===== config.mk =====
export PLATFORM = sky130hd
export DESIGN_NAME = arc_odometry_pose_integrator
export DESIGN_NICKNAME = d
export VERILOG_FILES = /design/src/rtl/core/aop_pkg.sv /design/src/rtl/core/aop_mul.sv /design/src/rtl/core/aop_div.sv /design/src/rtl/core/aop_cordic.sv /design/src/rtl/core/arc_odometry_pose_integrator.sv
export VERILOG_INCLUDE_DIRS = /design/src /design/src/rtl/core
export SDC_FILE = /design/constraint.sdc
export NUM_CORES = 2
export LEC_CHECK = 0
export BUFFER_PORTS_ARGS = -buffer_cell sky130_fd_sc_hd__buf_2
export CORE_ASPECT_RATIO = 2
export CORE_MARGIN = 1
export CORE_UTILIZATION = 40
export CTS_CLUSTER_DIAMETER = 50
export CTS_CLUSTER_SIZE = 30
export DETAILED_ROUTE_END_ITERATION = 10
export PLACE_DENSITY = 0.67
export SYNTH_ARGS = -nofsm -noshare
export SYNTH_HDL_FRONTEND = slang
export SYNTH_SLANG_ARGS = --single-unit

===== constraint.sdc =====
create_clock -name i_clk -period 12.1 [get_ports i_clk]
set_input_delay 1.21 -clock i_clk [delete_from_list [all_inputs] [get_ports i_clk]]
set_output_delay 1.21 -clock i_clk [all_outputs]
set_load 0.005 [all_outputs]

===== src/rtl/core/arc_odometry_pose_integrator_assert.svh =====
// Assertion helpers for the aop RTL.
// Both expect i_clk and i_rst_n in scope.
`ifndef ARC_ODOMETRY_POSE_INTEGRATOR_ASSERT_SVH
`define ARC_ODOMETRY_POSE_INTEGRATOR_ASSERT_SVH

// same-cycle implication
`define AOP_ASSERT_IMP(lbl, ante, cons) \
    lbl: assert property (@(posedge i_clk) disable iff (!i_rst_n) (ante) |-> (cons)) \
        else $error("aop assertion failed");

// next-cycle implication
`define AOP_ASSERT_NXT(lbl, ante, cons) \
    lbl: assert property (@(posedge i_clk) disable iff (!i_rst_n) (ante) |=> (cons)) \
        else $error("aop assertion failed");

`endif


===== src/rtl/core/aop_pkg.sv =====
package aop_pkg;

    localparam int OP_W     = 36;          // multiplier operand width
    localparam int PROD_W   = 2 * OP_W;    // product width
    localparam int NUM_W    = 56;          // divider dividend width
    localparam int DEN_W    = 20;          // divider divisor width
    localparam int CS_W     = 34;          // CORDIC x/y/z width
    localparam int CORDIC_N = 30;          // CORDIC iterations

    typedef logic signed [OP_W-1:0]   t_op;
    typedef logic signed [PROD_W-1:0] t_prod;
    typedef logic signed [NUM_W-1:0]  t_num;
    typedef logic signed [NUM_W:0]    t_quot;
    typedef logic signed [CS_W-1:0]   t_cs;

    localparam t_op ONE_Q30    = 36'sd1073741824;
    localparam t_op PI_Q30     = 36'sd3373259426;
    localparam t_op TWO_PI_Q28 = 36'sd1686629713;
    localparam t_op MEGA       = 36'sd1000000;
    localparam t_cs CORDIC_GAIN = 34'sd652032874;

    // atan(2^-i) in binary angle, 2^32 = full turn
    function automatic t_cs arctan(input logic [4:0] i);
        t_cs v;
        case (i)
            5'd0:  v = 34'sd536870912;
            5'd1:  v = 34'sd316933406;
            5'd2:  v = 34'sd167458907;
            5'd3:  v = 34'sd85004756;
            5'd4:  v = 34'sd42667331;
            5'd5:  v = 34'sd21354465;
            5'd6:  v = 34'sd10679838;
            5'd7:  v = 34'sd5340245;
            5'd8:  v = 34'sd2670163;
            5'd9:  v = 34'sd1335087;
            5'd10: v = 34'sd667544;
            5'd11: v = 34'sd333772;
            5'd12: v = 34'sd166886;
            5'd13: v = 34'sd83443;
            5'd14: v = 34'sd41722;
            5'd15: v = 34'sd20861;
            5'd16: v = 34'sd10430;
            5'd17: v = 34'sd5215;
            5'd18: v = 34'sd2608;
            5'd19: v = 34'sd1304;
            5'd20: v = 34'sd652;
            5'd21: v = 34'sd326;
            5'd22: v = 34'sd163;
            5'd23: v = 34'sd81;
            5'd24: v = 34'sd41;
            5'd25: v = 34'sd20;
            5'd26: v = 34'sd10;
            5'd27: v = 34'sd5;
            5'd28: v = 34'sd3;
            5'd29: v = 34'sd1;
            default: v = '0;
        endcase
        return v;
    endfunction

endpackage


===== src/rtl/core/aop_mul.sv =====
// Bit-serial signed multiplier: one bit of b per cycle, sign bit subtracted.
module aop_mul (
    input  logic          i_clk,
    input  logic          i_rst_n,
    input  logic          i_start,
    input  aop_pkg::t_op  i_a,
    input  aop_pkg::t_op  i_b,
    output logic          o_done,
    output aop_pkg::t_prod o_prod
);
    import aop_pkg::*;

    localparam int CNT_W = $clog2(OP_W);

    logic                    r_busy;
    logic                    r_done;
    logic [CNT_W-1:0]        r_cnt;
    t_op                     r_a;
    logic signed [OP_W:0]    r_hi;
    logic [OP_W-1:0]         r_lo;
    logic signed [OP_W:0]    w_a_ext;
    logic signed [OP_W:0]    w_add;
    logic signed [OP_W:0]    w_sum;
    logic                    w_last;

    assign w_last  = (r_cnt == CNT_W'(OP_W - 1));
    assign w_a_ext = (OP_W + 1)'(r_a);
    assign w_add   = !r_lo[0] ? '0 : (w_last ? -w_a_ext : w_a_ext);
    assign w_sum   = r_hi + w_add;

    always_ff @(posedge i_clk) begin
        if (!i_rst_n) begin
            r_busy <= 1'b0;
            r_done <= 1'b0;
            r_cnt  <= '0;
        end else begin
            r_done <= r_busy && w_last;
            if (i_start) begin
                r_busy <= 1'b1;
                r_cnt  <= '0;
            end else if (r_busy) begin
                r_cnt <= r_cnt + 1'b1;
                if (w_last) begin
                    r_busy <= 1'b0;
                end
            end
        end
    end

    always_ff @(posedge i_clk) begin
        if (i_start) begin
            r_a  <= i_a;
            r_hi <= '0;
            r_lo <= i_b;
        end else if (r_busy) begin
            r_hi <= w_sum >>> 1;
            r_lo <= {w_sum[0], r_lo[OP_W-1:1]};
        end
    end

    assign o_done = r_done;
    assign o_prod = {r_hi[OP_W-1:0], r_lo};

endmodule


===== src/rtl/core/aop_div.sv =====
// Restoring divider, one quotient bit per cycle. Truncates toward zero.
module aop_div (
    input  logic                         i_clk,
    input  logic                         i_rst_n,
    input  logic                         i_start,
    input  aop_pkg::t_num                i_num,
    input  logic [aop_pkg::DEN_W-1:0]    i_den,
    output logic                         o_done,
    output aop_pkg::t_quot               o_quot
);
    import aop_pkg::*;

    localparam int CNT_W = $clog2(NUM_W);

    logic              r_busy;
    logic              r_done;
    logic [CNT_W-1:0]  r_cnt;
    logic [DEN_W-1:0]  r_den;
    logic [DEN_W-1:0]  r_rem;
    logic [NUM_W-1:0]  r_q;
    logic              r_neg;
    logic [DEN_W:0]    w_trial;
    logic              w_ge;
    logic              w_last;
    logic [NUM_W-1:0]  w_mag;

    assign w_last  = (r_cnt == CNT_W'(NUM_W - 1));
    assign w_trial = {r_rem, r_q[NUM_W-1]};
    assign w_ge    = (w_trial >= {1'b0, r_den});
    assign w_mag   = i_num[NUM_W-1] ? NUM_W'(-i_num) : NUM_W'(i_num);

    always_ff @(posedge i_clk) begin
        if (!i_rst_n) begin
            r_busy <= 1'b0;
            r_done <= 1'b0;
            r_cnt  <= '0;
        end else begin
            r_done <= r_busy && w_last;
            if (i_start) begin
                r_busy <= 1'b1;
                r_cnt  <= '0;
            end else if (r_busy) begin
                r_cnt <= r_cnt + 1'b1;
                if (w_last) begin
                    r_busy <= 1'b0;
                end
            end
        end
    end

    always_ff @(posedge i_clk) begin
        if (i_start) begin
            r_den <= i_den;
            r_rem <= '0;
            r_q   <= w_mag;
            r_neg <= i_num[NUM_W-1];
        end else if (r_busy) begin
            r_rem <= w_ge ? DEN_W'(w_trial - {1'b0, r_den}) : DEN_W'(w_trial);
            r_q   <= {r_q[NUM_W-2:0], w_ge};
        end
    end

    assign o_done = r_done;
    assign o_quot = r_neg ? -$signed({1'b0, r_q}) : $signed({1'b0, r_q});

endmodule


===== src/rtl/core/aop_cordic.sv =====
// Iterative rotation-mode CORDIC, one micro-rotation per cycle.
// Angles in quadrants 1 and 2 are turned by half a turn and the result negated.
module aop_cordic (
    input  logic         i_clk,
    input  logic         i_rst_n,
    input  logic         i_start,
    input  logic [31:0]  i_ang,
    output logic         o_done,
    output aop_pkg::t_cs o_cos,
    output aop_pkg::t_cs o_sin
);
    import aop_pkg::*;

    logic        r_busy;
    logic        r_done;
    logic [4:0]  r_i;
    logic        r_flip;
    t_cs         r_x;
    t_cs         r_y;
    t_cs         r_z;
    logic        w_flip;
    logic [31:0] w_ang;
    t_cs         w_xs;
    t_cs         w_ys;
    t_cs         w_at;
    logic        w_last;

    assign w_flip = (i_ang[31:30] == 2'b01) || (i_ang[31:30] == 2'b10);
    assign w_ang  = w_flip ? (i_ang + 32'h8000_0000) : i_ang;
    assign w_xs   = r_y >>> r_i;
    assign w_ys   = r_x >>> r_i;
    assign w_at   = arctan(r_i);
    assign w_last = (r_i == 5'(CORDIC_N - 1));

    always_ff @(posedge i_clk) begin
        if (!i_rst_n) begin
            r_busy <= 1'b0;
            r_done <= 1'b0;
            r_i    <= '0;
        end else begin
            r_done <= r_busy && w_last;
            if (i_start) begin
                r_busy <= 1'b1;
                r_i    <= '0;
            end else if (r_busy) begin
                r_i <= r_i + 1'b1;
                if (w_last) begin
                    r_busy <= 1'b0;
                end
            end
        end
    end

    always_ff @(posedge i_clk) begin
        if (i_start) begin
            r_flip <= w_flip;
            r_x    <= CORDIC_GAIN;
            r_y    <= '0;
            r_z    <= CS_W'($signed(w_ang));
        end else if (r_busy) begin
            if (!r_z[CS_W-1]) begin
                r_x <= r_x - w_xs;
                r_y <= r_y + w_ys;
                r_z <= r_z - w_at;
            end else begin
                r_x <= r_x + w_xs;
                r_y <= r_y - w_ys;
                r_z <= r_z + w_at;
            end
        end
    end

    assign o_done = r_done;
    assign o_cos  = r_flip ? -r_x : r_x;
    assign o_sin  = r_flip ? -r_y : r_y;

endmodule


===== src/rtl/core/arc_odometry_pose_integrator.sv =====
// Channel   Dir  Handshake             Payload
// s_axis    in   tvalid/tready         tdata: side, forward, heading deltas, elapsed_us
//                                      tuser: bad_reading
// m_axis    out  tvalid/tready         tdata: x, y, heading, speed, turn rate
// cfg       in   i_cfg_we (no stall)   i_cfg_idx, i_cfg_data (24b offsets)
//
// One tick runs 18 products on the bit-serial multiplier, 7 quotients on the bit-serial
// divider and one CORDIC rotation; a zero elapsed_us skips the speed and turn-rate
// products and quotients.
// Synchronous active-low reset clears the pose, offsets and control state.
// s_axis_tready is high whenever no tick is in work; the finished result sits in
// the output register, so a new beat is taken while m_axis is stalled.
`include "arc_odometry_pose_integrator_assert.svh"

module arc_odometry_pose_integrator #(
    parameter int FRAC_BITS = 16
) (
    input  logic          i_clk,
    input  logic          i_rst_n,
    // tdata: [31:0] side_delta, [63:32] forward_delta, [95:64] heading_delta,
    //        [115:96] elapsed_us, [119:116] zero
    input  logic          s_axis_tvalid,
    output logic          s_axis_tready,
    input  logic [119:0]  s_axis_tdata,
    // tuser: [0] bad_reading
    input  logic [0:0]    s_axis_tuser,
    // tdata: [47:0] x_out, [95:48] y_out, [127:96] heading_out,
    //        [159:128] speed_out, [191:160] turn_rate_out
    output logic          m_axis_tvalid,
    input  logic          m_axis_tready,
    output logic [191:0]  m_axis_tdata,
    input  logic          i_cfg_we,
    input  logic [0:0]    i_cfg_idx,
    input  logic [23:0]   i_cfg_data
);
    import aop_pkg::*;

    localparam int RSH = 52 - FRAC_BITS;   // binary angle -> Q(FRAC_BITS+8) radians

    localparam logic [0:0] CFG_SIDE = 1'b0;
    localparam logic [0:0] CFG_FWD  = 1'b1;

    localparam logic [1:0] ST_IDLE  = 2'd0;
    localparam logic [1:0] ST_ISSUE = 2'd1;
    localparam logic [1:0] ST_WAIT  = 2'd2;
    localparam logic [1:0] ST_OUT   = 2'd3;

    // micro-program steps
    localparam logic [4:0] S_T    = 5'd0;   // t = h*pi
    localparam logic [4:0] S_U    = 5'd1;   // u = t*t
    localparam logic [4:0] S_D110 = 5'd2;
    localparam logic [4:0] S_M72  = 5'd3;
    localparam logic [4:0] S_D72  = 5'd4;
    localparam logic [4:0] S_M42  = 5'd5;
    localparam logic [4:0] S_D42  = 5'd6;
    localparam logic [4:0] S_M20  = 5'd7;
    localparam logic [4:0] S_D20  = 5'd8;
    localparam logic [4:0] S_M6   = 5'd9;
    localparam logic [4:0] S_D6   = 5'd10;  // k
    localparam logic [4:0] S_SIN2 = 5'd11;
    localparam logic [4:0] S_DXA  = 5'd12;
    localparam logic [4:0] S_DXB  = 5'd13;
    localparam logic [4:0] S_DYA  = 5'd14;
    localparam logic [4:0] S_DYB  = 5'd15;
    localparam logic [4:0] S_COR  = 5'd16;
    localparam logic [4:0] S_XA   = 5'd17;
    localparam logic [4:0] S_XB   = 5'd18;
    localparam logic [4:0] S_XW   = 5'd19;
    localparam logic [4:0] S_YA   = 5'd20;
    localparam logic [4:0] S_YB   = 5'd21;
    localparam logic [4:0] S_YW   = 5'd22;
    localparam logic [4:0] S_SPM  = 5'd23;
    localparam logic [4:0] S_SPD  = 5'd24;
    localparam logic [4:0] S_RM   = 5'd25;
    localparam logic [4:0] S_RMM  = 5'd26;
    localparam logic [4:0] S_RD   = 5'd27;

    localparam logic [1:0] K_MUL  = 2'd0;
    localparam logic [1:0] K_DIV  = 2'd1;
    localparam logic [1:0] K_COR  = 2'd2;
    localparam logic [1:0] K_CALC = 2'd3;

    function automatic logic [31:0] sat32(input t_quot q);
        logic [31:0] v;
        if (q > t_quot'(64'sd2147483647)) begin
            v = 32'h7FFF_FFFF;
        end else if (q < t_quot'(-64'sd2147483648)) begin
            v = 32'h8000_0000;
        end else begin
            v = q[31:0];
        end
        return v;
    endfunction

    // config registers
    logic signed [23:0] r_so;
    logic signed [23:0] r_fo;

    // control
    logic [1:0]  r_state;
    logic [4:0]  r_step;
    logic        r_out_valid;
    logic [191:0] r_out_data;

    // pose state
    logic signed [47:0] r_x;
    logic signed [47:0] r_y;
    logic [31:0]        r_hd;

    // tick payload and work registers
    logic signed [31:0] r_sd;
    logic signed [31:0] r_fd;
    logic signed [31:0] r_h;
    logic [19:0]        r_dt;
    t_op  r_t, r_u, r_p, r_k, r_sin2, r_dx, r_dy, r_r;
    t_cs  r_c, r_s;
    logic signed [63:0] r_acc;
    t_num r_num;
    logic [31:0] r_speed;
    logic [31:0] r_turn;

    // unit hookups
    logic        w_mul_start, w_div_start, w_cor_start;
    logic        w_mul_done, w_div_done, w_cor_done;
    t_op         w_mul_a, w_mul_b;
    t_prod       w_prod;
    logic [DEN_W-1:0] w_den;
    t_quot       w_quot;
    t_cs         w_cos, w_sin;
    logic [31:0] w_mid;

    logic [1:0]  w_kind;
    logic        w_wb;
    logic        w_unit_done;
    logic        w_load_out;
    t_op         w_sh30;
    t_prod       w_rsh;
    logic signed [33:0] w_acc_sh;
    t_quot       w_q_adj;
    t_quot       w_q256;

    assign s_axis_tready = (r_state == ST_IDLE);
    assign m_axis_tvalid = r_out_valid;
    assign m_axis_tdata  = r_out_data;

    assign w_sh30   = w_prod[OP_W+29:30];
    assign w_rsh    = w_prod >>> RSH;
    assign w_acc_sh = r_acc[63:30];
    assign w_mid    = r_hd + 32'(r_h >>> 1);
    // rate divide by 256 truncates toward zero
    assign w_q_adj  = w_quot + (w_quot[NUM_W] ? t_quot'(255) : t_quot'(0));
    assign w_q256   = w_q_adj >>> 8;

    always_comb begin
        unique case (r_step)
            S_D110, S_D72, S_D42, S_D20, S_D6, S_SPD, S_RD: w_kind = K_DIV;
            S_COR:       w_kind = K_COR;
            S_XW, S_YW:  w_kind = K_CALC;
            default:     w_kind = K_MUL;
        endcase
    end

    // multiplier operands
    always_comb begin
        unique case (r_step)
            S_T:    begin w_mul_a = OP_W'(r_h);  w_mul_b = PI_Q30;      end
            S_U:    begin w_mul_a = r_t;         w_mul_b = r_t;         end
            S_SIN2: begin w_mul_a = r_k;         w_mul_b = r_t <<< 1;   end
            S_DXA:  begin w_mul_a = r_k;         w_mul_b = OP_W'(r_sd); end
            S_DXB:  begin w_mul_a = r_sin2;      w_mul_b = OP_W'(r_so); end
            S_DYA:  begin w_mul_a = r_k;         w_mul_b = OP_W'(r_fd); end
            S_DYB:  begin w_mul_a = r_sin2;      w_mul_b = OP_W'(r_fo); end
            S_XA:   begin w_mul_a = OP_W'(r_c);  w_mul_b = r_dx;        end
            S_XB:   begin w_mul_a = OP_W'(r_s);  w_mul_b = r_dy;        end
            S_YA:   begin w_mul_a = OP_W'(r_c);  w_mul_b = r_dy;        end
            S_YB:   begin w_mul_a = OP_W'(r_s);  w_mul_b = r_dx;        end
            S_SPM:  begin w_mul_a = r_dy;        w_mul_b = MEGA;        end
            S_RM:   begin w_mul_a = OP_W'(r_h);  w_mul_b = TWO_PI_Q28;  end
            S_RMM:  begin w_mul_a = r_r;         w_mul_b = MEGA;        end
            default: begin w_mul_a = r_u;        w_mul_b = r_p;         end
        endcase
    end

    // divisor
    always_comb begin
        unique case (r_step)
            S_D110:  w_den = DEN_W'(110);
            S_D72:   w_den = DEN_W'(72);
            S_D42:   w_den = DEN_W'(42);
            S_D20:   w_den = DEN_W'(20);
            S_D6:    w_den = DEN_W'(6);
            default: w_den = r_dt;
        endcase
    end

    assign w_mul_start = (r_state == ST_ISSUE) && (w_kind == K_MUL);
    assign w_div_start = (r_state == ST_ISSUE) && (w_kind == K_DIV);
    assign w_cor_start = (r_state == ST_ISSUE) && (w_kind == K_COR);
    assign w_unit_done = w_mul_done || w_div_done || w_cor_done;
    assign w_wb = ((r_state == ST_WAIT) && w_unit_done)
               || ((r_state == ST_ISSUE) && (w_kind == K_CALC));
    assign w_load_out = (r_state == ST_OUT) && (!r_out_valid || m_axis_tready);

    aop_mul u_mul (
        .i_clk   (i_clk),
        .i_rst_n (i_rst_n),
        .i_start (w_mul_start),
        .i_a     (w_mul_a),
        .i_b     (w_mul_b),
        .o_done  (w_mul_done),
        .o_prod  (w_prod)
    );

    aop_div u_div (
        .i_clk   (i_clk),
        .i_rst_n (i_rst_n),
        .i_start (w_div_start),
        .i_num   (r_num),
        .i_den   (w_den),
        .o_done  (w_div_done),
        .o_quot  (w_quot)
    );

    aop_cordic u_cordic (
        .i_clk   (i_clk),
        .i_rst_n (i_rst_n),
        .i_start (w_cor_start),
        .i_ang   (w_mid),
        .o_done  (w_cor_done),
        .o_cos   (w_cos),
        .o_sin   (w_sin)
    );

    // config port
    always_ff @(posedge i_clk) begin
        if (!i_rst_n) begin
            r_so <= '0;
            r_fo <= '0;
        end else if (i_cfg_we) begin
            unique case (i_cfg_idx)
                CFG_SIDE: r_so <= i_cfg_data;
                CFG_FWD:  r_fo <= i_cfg_data;
                default:  r_so <= r_so;
            endcase
        end
    end

    // sequencer
    always_ff @(posedge i_clk) begin
        if (!i_rst_n) begin
            r_state     <= ST_IDLE;
            r_step      <= S_T;
            r_out_valid <= 1'b0;
        end else begin
            if (w_load_out) begin
                r_out_valid <= 1'b1;
            end else if (m_axis_tready) begin
                r_out_valid <= 1'b0;
            end
            unique case (r_state)
                ST_IDLE: begin
                    if (s_axis_tvalid) begin
                        r_state <= ST_ISSUE;
                        r_step  <= S_T;
                    end
                end
                ST_ISSUE: begin
                    if (w_kind == K_CALC) begin
                        // zero elapsed time: rates stay zero, skip the rate products and divides
                        if ((r_step == S_YW) && (r_dt == '0)) begin
                            r_state <= ST_OUT;
                        end else begin
                            r_step <= r_step + 1'b1;
                        end
                    end else begin
                        r_state <= ST_WAIT;
                    end
                end
                ST_WAIT: begin
                    if (w_unit_done) begin
                        if (r_step == S_RD) begin
                            r_state <= ST_OUT;
                        end else begin
                            r_state <= ST_ISSUE;
                            r_step  <= r_step + 1'b1;
                        end
                    end
                end
                ST_OUT: begin
                    if (w_load_out) begin
                        r_state <= ST_IDLE;
                    end
                end
                default: r_state <= ST_IDLE;
            endcase
        end
    end

    // pose state
    always_ff @(posedge i_clk) begin
        if (!i_rst_n) begin
            r_x  <= '0;
            r_y  <= '0;
            r_hd <= '0;
        end else if (w_wb) begin
            if (r_step == S_XW) begin
                r_x <= r_x + 48'(w_acc_sh);
            end
            if (r_step == S_YW) begin
                r_y  <= r_y + 48'(w_acc_sh);
                r_hd <= r_hd + r_h;
            end
        end
    end

    // payload capture and write-back
    always_ff @(posedge i_clk) begin
        if ((r_state == ST_IDLE) && s_axis_tvalid) begin
            // bad reading: all deltas count as zero
            r_sd <= s_axis_tuser[0] ? '0 : s_axis_tdata[31:0];
            r_fd <= s_axis_tuser[0] ? '0 : s_axis_tdata[63:32];
            r_h  <= s_axis_tuser[0] ? '0 : s_axis_tdata[95:64];
            r_dt <= s_axis_tdata[115:96];
        end
        if (w_wb) begin
            case (r_step)
                S_T:    r_t <= w_prod[OP_W+31:32];
                S_U: begin
                    r_u   <= w_sh30;
                    r_num <= NUM_W'(w_sh30);
                end
                S_M72, S_M42, S_M20, S_M6: r_num <= NUM_W'(w_sh30);
                S_D110, S_D72, S_D42, S_D20: r_p <= ONE_Q30 - w_quot[OP_W-1:0];
                S_D6:   r_k    <= ONE_Q30 - w_quot[OP_W-1:0];
                S_SIN2: r_sin2 <= w_sh30;
                S_DXA, S_DYA: r_acc <= 64'(w_sh30);
                S_DXB:  r_dx <= r_acc[OP_W-1:0] + w_sh30;
                S_DYB:  r_dy <= r_acc[OP_W-1:0] + w_sh30;
                S_COR: begin
                    r_c <= w_cos;
                    r_s <= w_sin;
                end
                S_XA, S_YA: r_acc <= w_prod[63:0];
                S_XB:   r_acc <= r_acc + w_prod[63:0];
                S_YB:   r_acc <= r_acc - w_prod[63:0];
                S_YW: begin
                    r_speed <= '0;
                    r_turn  <= '0;
                end
                S_SPM, S_RMM: r_num <= w_prod[NUM_W-1:0];
                S_SPD:  r_speed <= sat32(w_quot);
                S_RM:   r_r     <= w_rsh[OP_W-1:0];
                S_RD:   r_turn  <= sat32(w_q256);
                default: r_acc  <= r_acc;
            endcase
        end
        if (w_load_out) begin
            r_out_data <= {r_turn, r_speed, r_hd, r_y, r_x};
        end
    end

    `AOP_ASSERT_NXT(a_accept_starts, s_axis_tvalid && s_axis_tready, (r_state == ST_ISSUE) && (r_step == S_T))
    `AOP_ASSERT_IMP(a_one_unit, 1'b1, $onehot0({w_mul_start, w_div_start, w_cor_start}))
    `AOP_ASSERT_IMP(a_div_nonzero, w_div_start, w_den != '0)

endmodule


# Word level (Yosys, flattened, before mapping)
# Memories as Yosys holds them, arrays and structs flattened. A register that Yosys moved wholly into a read port is not among the register bits.
# Cells that the tools add are included.
# totals
ff_bits	1363
rom_bits	1024
inputBits	151
elab_cells	250
mem_count	2
# memory_table
name	words	width	rd	rd_ports_with_merged_regs	write_ports	line	rtl
(no name shown)	32	30	1	1	0	aop_pkg.sv:25	case (i)
(no name shown)	32	2	1	1	0	arc_odometry_pose_integrator.sv:155	unique case (r_step)
# op_classes
addsub	27
order_cmp	5
eq_ne	45
shifts	2
muxes	57
bitwise	2
n_reduce_logical	63
# op_table
operator	n
36-bit case mux with 11 select lines	1
36-bit case mux with 8 select lines	1
64-bit case mux with 4 select lines	1
34-bit two-way mux	7
56-bit two-way mux	3
32-bit two-way mux	5
32-bit case mux with 2 select lines	2
56-bit case mux with 2 select lines	1
34-bit adder	3
34-bit subtractor	3
20-bit case mux with 5 select lines	1
48-bit by 34-bit adder with 48-bit output	2
37-bit two-way mux	2
36-bit two-way mux	2
34-bit negator	2
34-bit by 5-bit >>> shifter with 34-bit output	2
5-bit equality test, second input constant	13
32-bit adder	2
64-bit adder	1
64-bit subtractor	1
57-bit by 9-bit adder with 57-bit output	1
57-bit by 32-bit > comparator with 1-bit output, second input constant	1
57-bit by 32-bit < comparator with 1-bit output, second input constant	1
57-bit two-way mux	1
other kinds (47)	142

# Longest topological paths before layout
# logic_depth
ltp_word	8
mapped_depth	30

# By module
# From an unflattened synthesis, not the netlist that was laid out.
# hier_totals
hier_cells	8928
hier_area_um2	88593.7
# by_module_without_submodules
module	n_inst	cells_per_inst	area_each_um2
arc_odometry_pose_integrator	1	5056	55112.9
aop_cordic	1	2314	18714.2
aop_div	1	856	7619.8
aop_mul	1	702	7146.9

# Worst setup path before layout
# No wires, ideal clock.
# synth_path
kind	input port to flip-flop
startpoint	input port m_axis_tready
endpoint	register r_out_data[0], in the netlist m_axis_tdata[0], enable pin
setup_time_ps	770
arrival_time_ps	9749
setup_slack_ps	1581
stages	2
n_path_buf	0
path_cell_list	nor2b_1 -> nor2b_1
# synth_via
elab_chain_cells	2
# synth_lines
item	line	rtl
from (decl)	arc_odometry_pose_integrator.sv:30	input logic m_axis_tready,
1-bit logical OR	arc_odometry_pose_integrator.sv:202	assign w_load_out = (r_state == ST_OUT) && (!r_out_valid || m_axis_tready);
1-bit logical AND	arc_odometry_pose_integrator.sv:202	
via w_load_out	arc_odometry_pose_integrator.sv:135	logic w_load_out;
to (signal assigned)	arc_odometry_pose_integrator.sv:358	r_out_data <= {r_turn, r_speed, r_hd, r_y, r_x};
to (decl)	arc_odometry_pose_integrator.sv:103	logic [191:0] r_out_data;
# The timed path passes the listed nets, and every way through them passes these cells.
# A chain may end at the register's enable or synchronous reset.

# Worst setup path in the final report
# layout_path
startpoint	register u_mul.r_lo[0]
endpoint	register r_acc[61] (data pin)
# layout_via
elab_chain_cells	2
elab_cells_between_ends	3
# layout_lines
item	line	rtl
from (decl)	aop_mul.sv:20	logic [OP_W-1:0] r_lo;
from (signal assigned)	aop_mul.sv:54	r_lo <= i_b;
from (signal assigned)	aop_mul.sv:57	r_lo <= {w_sum[0], r_lo[OP_W-1:1]};
64-bit subtractor or 64-bit adder (tied branches)	arc_odometry_pose_integrator.sv:345, arc_odometry_pose_integrator.sv:344	
64-bit case mux with 4 select lines (*)	arc_odometry_pose_integrator.sv:326	case (r_step)
to (signal assigned)	arc_odometry_pose_integrator.sv:343	S_XA, S_YA: r_acc <= w_prod[63:0];
to (signal assigned)	arc_odometry_pose_integrator.sv:344	S_XB: r_acc <= r_acc + w_prod[63:0];
to (signal assigned)	arc_odometry_pose_integrator.sv:345	S_YB: r_acc <= r_acc - w_prod[63:0];
to (decl)	arc_odometry_pose_integrator.sv:117	logic signed [63:0] r_acc;
# Mark *: on every way between the ends. The rest lies on a longest branch, timed or not.

==> impl_metrics.prom <==
# TYPE chip_impl_metric gauge
chip_impl_info{name="outcome",value="finished, final reports clean"} 1
chip_impl_metric{name="power.clock.fraction",unit="%"} 24.8
chip_impl_metric{name="post-route-util",unit="%"} 44.41
chip_impl_metric{name="post_synth_instance_area",unit="mm²"} 0.08583
chip_impl_info{name="post_synth_top_area_cell",value="edfxtp_1"} 1
chip_impl_metric{name="timing.final.crit_share",unit="%"} 66.30
chip_impl_metric{name="final_cell_area",unit="mm²"} 0.09482
chip_impl_metric{name="sum_neg_setup_slack",unit="ns"} 0
chip_impl_metric{name="routed_via_density",unit=""} 5.980
chip_impl_metric{name="fillerInstances",unit=""} 19990
chip_impl_metric{name="dp_hpwl",unit="mm"} 223.8
chip_impl_metric{name="synth.ff_latch_count",unit=""} 1395
chip_impl_metric{name="globalplace.congestion",unit=""} 0.9878
chip_impl_metric{name="syn_area_per_cell",unit="µm²"} 9.923
chip_impl_info{name="clock_tree_from_tritoncts",value="built"} 1
chip_impl_metric{name="switching_part_of_the_total_power",unit="%"} 39.96
chip_impl_metric{name="gr-total-overflow",unit=""} 0
chip_impl_metric{name="final_max_slew_viol_count",unit=""} 0
chip_impl_metric{name="timing.final.crit_period",unit="ns"} 8.023
chip_impl_metric{name="cts_made_buffers",unit=""} 102
chip_impl_info{name="hold_path_class",value="register to register"} 1
chip_impl_metric{name="power_leakage",unit="nW"} 35.92
chip_impl_metric{name="netlist_instances",unit=""} 8650
chip_impl_metric{name="async_reset_ff_share",unit="%"} 0
chip_impl_info{name="worstHoldStart",value="r_turn[11]$_SDFFCE_PN0P_"} 1
chip_impl_metric{name="maximum_number_of_pins_on_one_net_before_global_route_repair",unit=""} 136
chip_impl_metric{name="ctsLongestPathBuffers",unit=""} 3
chip_impl_metric{name="cts-htree-levels",unit=""} 3
chip_impl_info{name="setup.worst_path.start",value="u_mul.r_lo[0]$_DFFE_PP_"} 1
chip_impl_metric{name="postSynthNetCount",unit=""} 9261
chip_impl_metric{name="place.port_buffers",unit=""} 340
chip_impl_metric{name="worst-endpoint-arrival",unit="ns"} 8.63
chip_impl_metric{name="synth-seq-area-share",unit="%"} 44.57
chip_impl_metric{name="setup_violations",unit=""} 0
chip_impl_metric{name="drt_pre_antenna_iters",unit=""} 6
chip_impl_metric{name="switching_power",unit="W"} 0.006593
chip_impl_metric{name="synth.lib_cells_used.distinct",unit=""} 98
chip_impl_metric{name="yosys_warnings",unit=""} 0
chip_impl_metric{name="share_of_final_layout_standard_cells_stronger_than_drive_strength_1",unit="%"} 10.69
chip_impl_metric{name="start_util",unit="%"} 40.20
chip_impl_metric{name="avgRoutedWirePerCell",unit="µm"} 25.12
chip_impl_metric{name="internal_power",unit="W"} 0.009905
chip_impl_metric{name="clock_insertion_delay_worst_skew",unit="ns"} 0.80
chip_impl_metric{name="count_of_endpoints_failing_hold_in_the_final_timing_report",unit=""} 0
chip_impl_metric{name="first_global_vias",unit=""} 68320
chip_impl_metric{name="setup_slack",unit="ns"} 4.077
chip_impl_metric{name="cts-hold-fix-buffers",unit=""} 0
chip_impl_metric{name="clock_transition_at_the_registers_of_the_reported_paths",unit="ns"} 0.11
chip_impl_info{name="timing_worst_setup_path_type",value="register to register"} 1
chip_impl_metric{name="placementRows",unit=""} 240
chip_impl_metric{name="netlist.area_leader.share",unit="%"} 36.11
chip_impl_metric{name="fp.dieH",unit="µm"} 657.1
chip_impl_info{name="worst_setup_path_start_kind",value="register"} 1
chip_impl_metric{name="die_width",unit="µm"} 329.6
chip_impl_metric{name="required",unit="ns"} 12.71
chip_impl_metric{name="grt_first_pass_wirelength",unit="mm"} 428.3
chip_impl_metric{name="max_slew_margin",unit="%"} 6.089
chip_impl_metric{name="share_seq_of_total_power",unit="%"} 39.5
chip_impl_metric{name="drc",unit=""} 0
chip_impl_metric{name="design.final.nets",unit=""} 9397
chip_impl_metric{name="synth_enable_flop_cells",unit=""} 1032
chip_impl_metric{name="area_growth_syn_to_layout",unit="%"} 10.47
chip_impl_metric{name="comb_power_share",unit="%"} 35.7
chip_impl_info{name="layout_commonest_cell",value="edfxtp_1"} 1
chip_impl_info{name="final_cell_mix",value="edfxtp_1 (1032), nand2_1 (911), nor2_1 (601)"} 1
chip_impl_metric{name="design.portCount",unit=""} 345
chip_impl_metric{name="track_usage",unit="%"} 26.31
chip_impl_metric{name="timing.fmax",unit="GHz"} 0.1246
chip_impl_metric{name="max-vdd-ir-drop",unit="mV"} 0.1262
chip_impl_metric{name="post_cts_setup_inserts",unit=""} 0
chip_impl_metric{name="die_area",unit="mm²"} 0.2165
chip_impl_metric{name="initial_detailed_routing_violation_count",unit=""} 6236
chip_impl_metric{name="worstMarginPinSlew",unit="ns"} 1.409
chip_impl_info{name="crit_path_end_kind",value="register"} 1
chip_impl_metric{name="cts.sinks",unit=""} 1395
chip_impl_info{name="synth.top_cells.by_area",value="edfxtp_1 (36%), dfxtp_1 (8.5%), ha_1 (6.5%), xnor2_1 (4.2%), nand2_1 (4.0%)"} 1
chip_impl_info{name="rsz_0062_raised_after_global_routing",value="false"} 1
chip_impl_metric{name="detail-route-antenna-nets",unit=""} 0
chip_impl_metric{name="fin_worst_hold_slack",unit="ns"} 0.3989
chip_impl_metric{name="finalWirelength",unit="mm"} 293.2
chip_impl_metric{name="max_cap_viol_count",unit=""} 0
chip_impl_info{name="buffer_type_at_the_clock_tree_root",value="clkbuf_16"} 1
chip_impl_info{name="critical_path.reg2reg.startpoint",value="u_mul.r_lo[0]$_DFFE_PP_"} 1
chip_impl_metric{name="path_max_fanout",unit=""} 37
chip_impl_info{name="synthFlopType",value="edfxtp_1"} 1
chip_impl_metric{name="antenna_violations_before_repair",unit=""} 30
chip_impl_metric{name="preCtsSetupSlack",unit="ns"} 4.268
chip_impl_metric{name="ctsResizeCount",unit=""} 0
chip_impl_metric{name="floorplan.core_area",unit="mm²"} 0.2135
chip_impl_metric{name="route.vias.total",unit=""} 69800
chip_impl_metric{name="finClkSkew",unit="ns"} 0.06996
chip_impl_metric{name="power_per_cell_area",unit="mW/mm²"} 174.0
chip_impl_metric{name="postPlaceCellArea",unit="mm²"} 0.09062
## logic make-up (layout without fill, tap and decap cells)
| group | count (synthesis) | count (layout) | share of synthesized area, % |
|---|---|---|---|
| xor gates and xnor gates | 787 | 787 | 8.048 |
| buffers and inverters | 699 | 925 | 3.144 |
| AOI/OAI and AO/OA | 2414 | 2414 | 18.48 |
| and+or+nand+nor | 2673 | 2673 | 14.99 |
| muxes | 222 | 222 | 3.956 |
| DFF | 1395 | 1395 | 44.57 |
| other | 0 | 13 | 0 |
| adders and majority gates | 460 | 460 | 6.802 |
## critical path, cell delays in order (launching register included)
cell and delay, ns:
edfxtp_1 0.43, inv_2 0.60, ha_1 0.31, nand2b_1 0.08
or4_1 0.45, nor2_1 0.16, nand2_1 0.11, or4_1 0.58
or3_1 0.42, or3_1 0.49, o21ai_0 0.25, xor2_1 0.10
ha_1 0.39, a21oi_1 0.11, o21ai_0 0.26, a21o_1 0.18
a211oi_1 0.08, o31ai_1 0.38, a221o_1 0.22, a21oi_1 0.10
o2111ai_1 0.42, and2_1 0.34, a21oi_1 0.17, o21ai_0 0.33
a21oi_1 0.15, or4b_2 0.62, nand3_1 0.09
## routing by layer
layer  GRT usage (%)  up-vias  wire, µm
li1                -    32350         -
met1           27.74    33710    102800
met2           46.06     2848    144300
met3           3.446      879     17130
met4           22.18       14     28930
met5               0        -        85
## registers in the layout, indices dropped and copies added (netlist names), 48 cells and up
name          cells
m_axis_tdata    192
r_acc            64
r_num            56
r_x              48
r_y              48
u_div.r_q        56
## through the flow
stage | total power [W] | cells
final | 0.01650 | 11670
after global routing | 0.01720 | 11660
after global placement | 0.01220 | 11470
after floorplan | 0.01027 | 8650
after CTS | 0.01646 | 11660
after detailed placement | 0.01234 | 11470
## final timing paths
check	slack, ns	cells past startpoint	endpoint
worst max-delay path	4.08	26	r_acc[61]$_DFFE_PP_
worst min-delay path	0.40	0	m_axis_tdata[171]$_DFFE_PP_
worst max register to register	4.08	26	r_acc[61]$_DFFE_PP_
worst min register to register	0.40	0	m_axis_tdata[171]$_DFFE_PP_
## Yosys cell counts (91+ instances only)
library cell,number
a21boi_0,100
a21o_1,175
a21oi_1,552
and2_1,140
clkbuf_1,384
dfxtp_1,363
edfxtp_1,1032
ha_1,449
inv_1,229
mux2i_1,103
mux4_2,91
nand2_1,912
nand2b_1,112
nand3_1,137
nor2_1,613
nor2b_1,178
nor3_1,132
o21ai_0,595
o31ai_1,106
xnor2_1,416
xor2_1,369
## power groups by stage
stage / Sequential [W] / Combinational, W / Clock [W]
after floorplan: 0.00631 / 0.00396 / 0
after global placement: 0.00658 / 0.00563 / 0
final: 0.00651 / 0.00588 / 0.00410
after detailed placement: 0.00659 / 0.00574 / 0
after CTS: 0.00649 / 0.00579 / 0.00419
after global routing: 0.00654 / 0.00632 / 0.00434
## cell type report
class                   count  area [µm²]  share of cell area [%]
clock inverters            84        1495                   1.577
multi-input cells        6556       45080                   47.54
flip-flops and latches   1395       38270                   40.36
well taps                2783        3482                   3.672
inverters                 234       878.3                  0.9264
clock buffers             110        2668                   2.813
repair buffers            497        2914                   3.073
diodes                     13       32.53                 0.03431
Power figures use the tool's default switching activity.
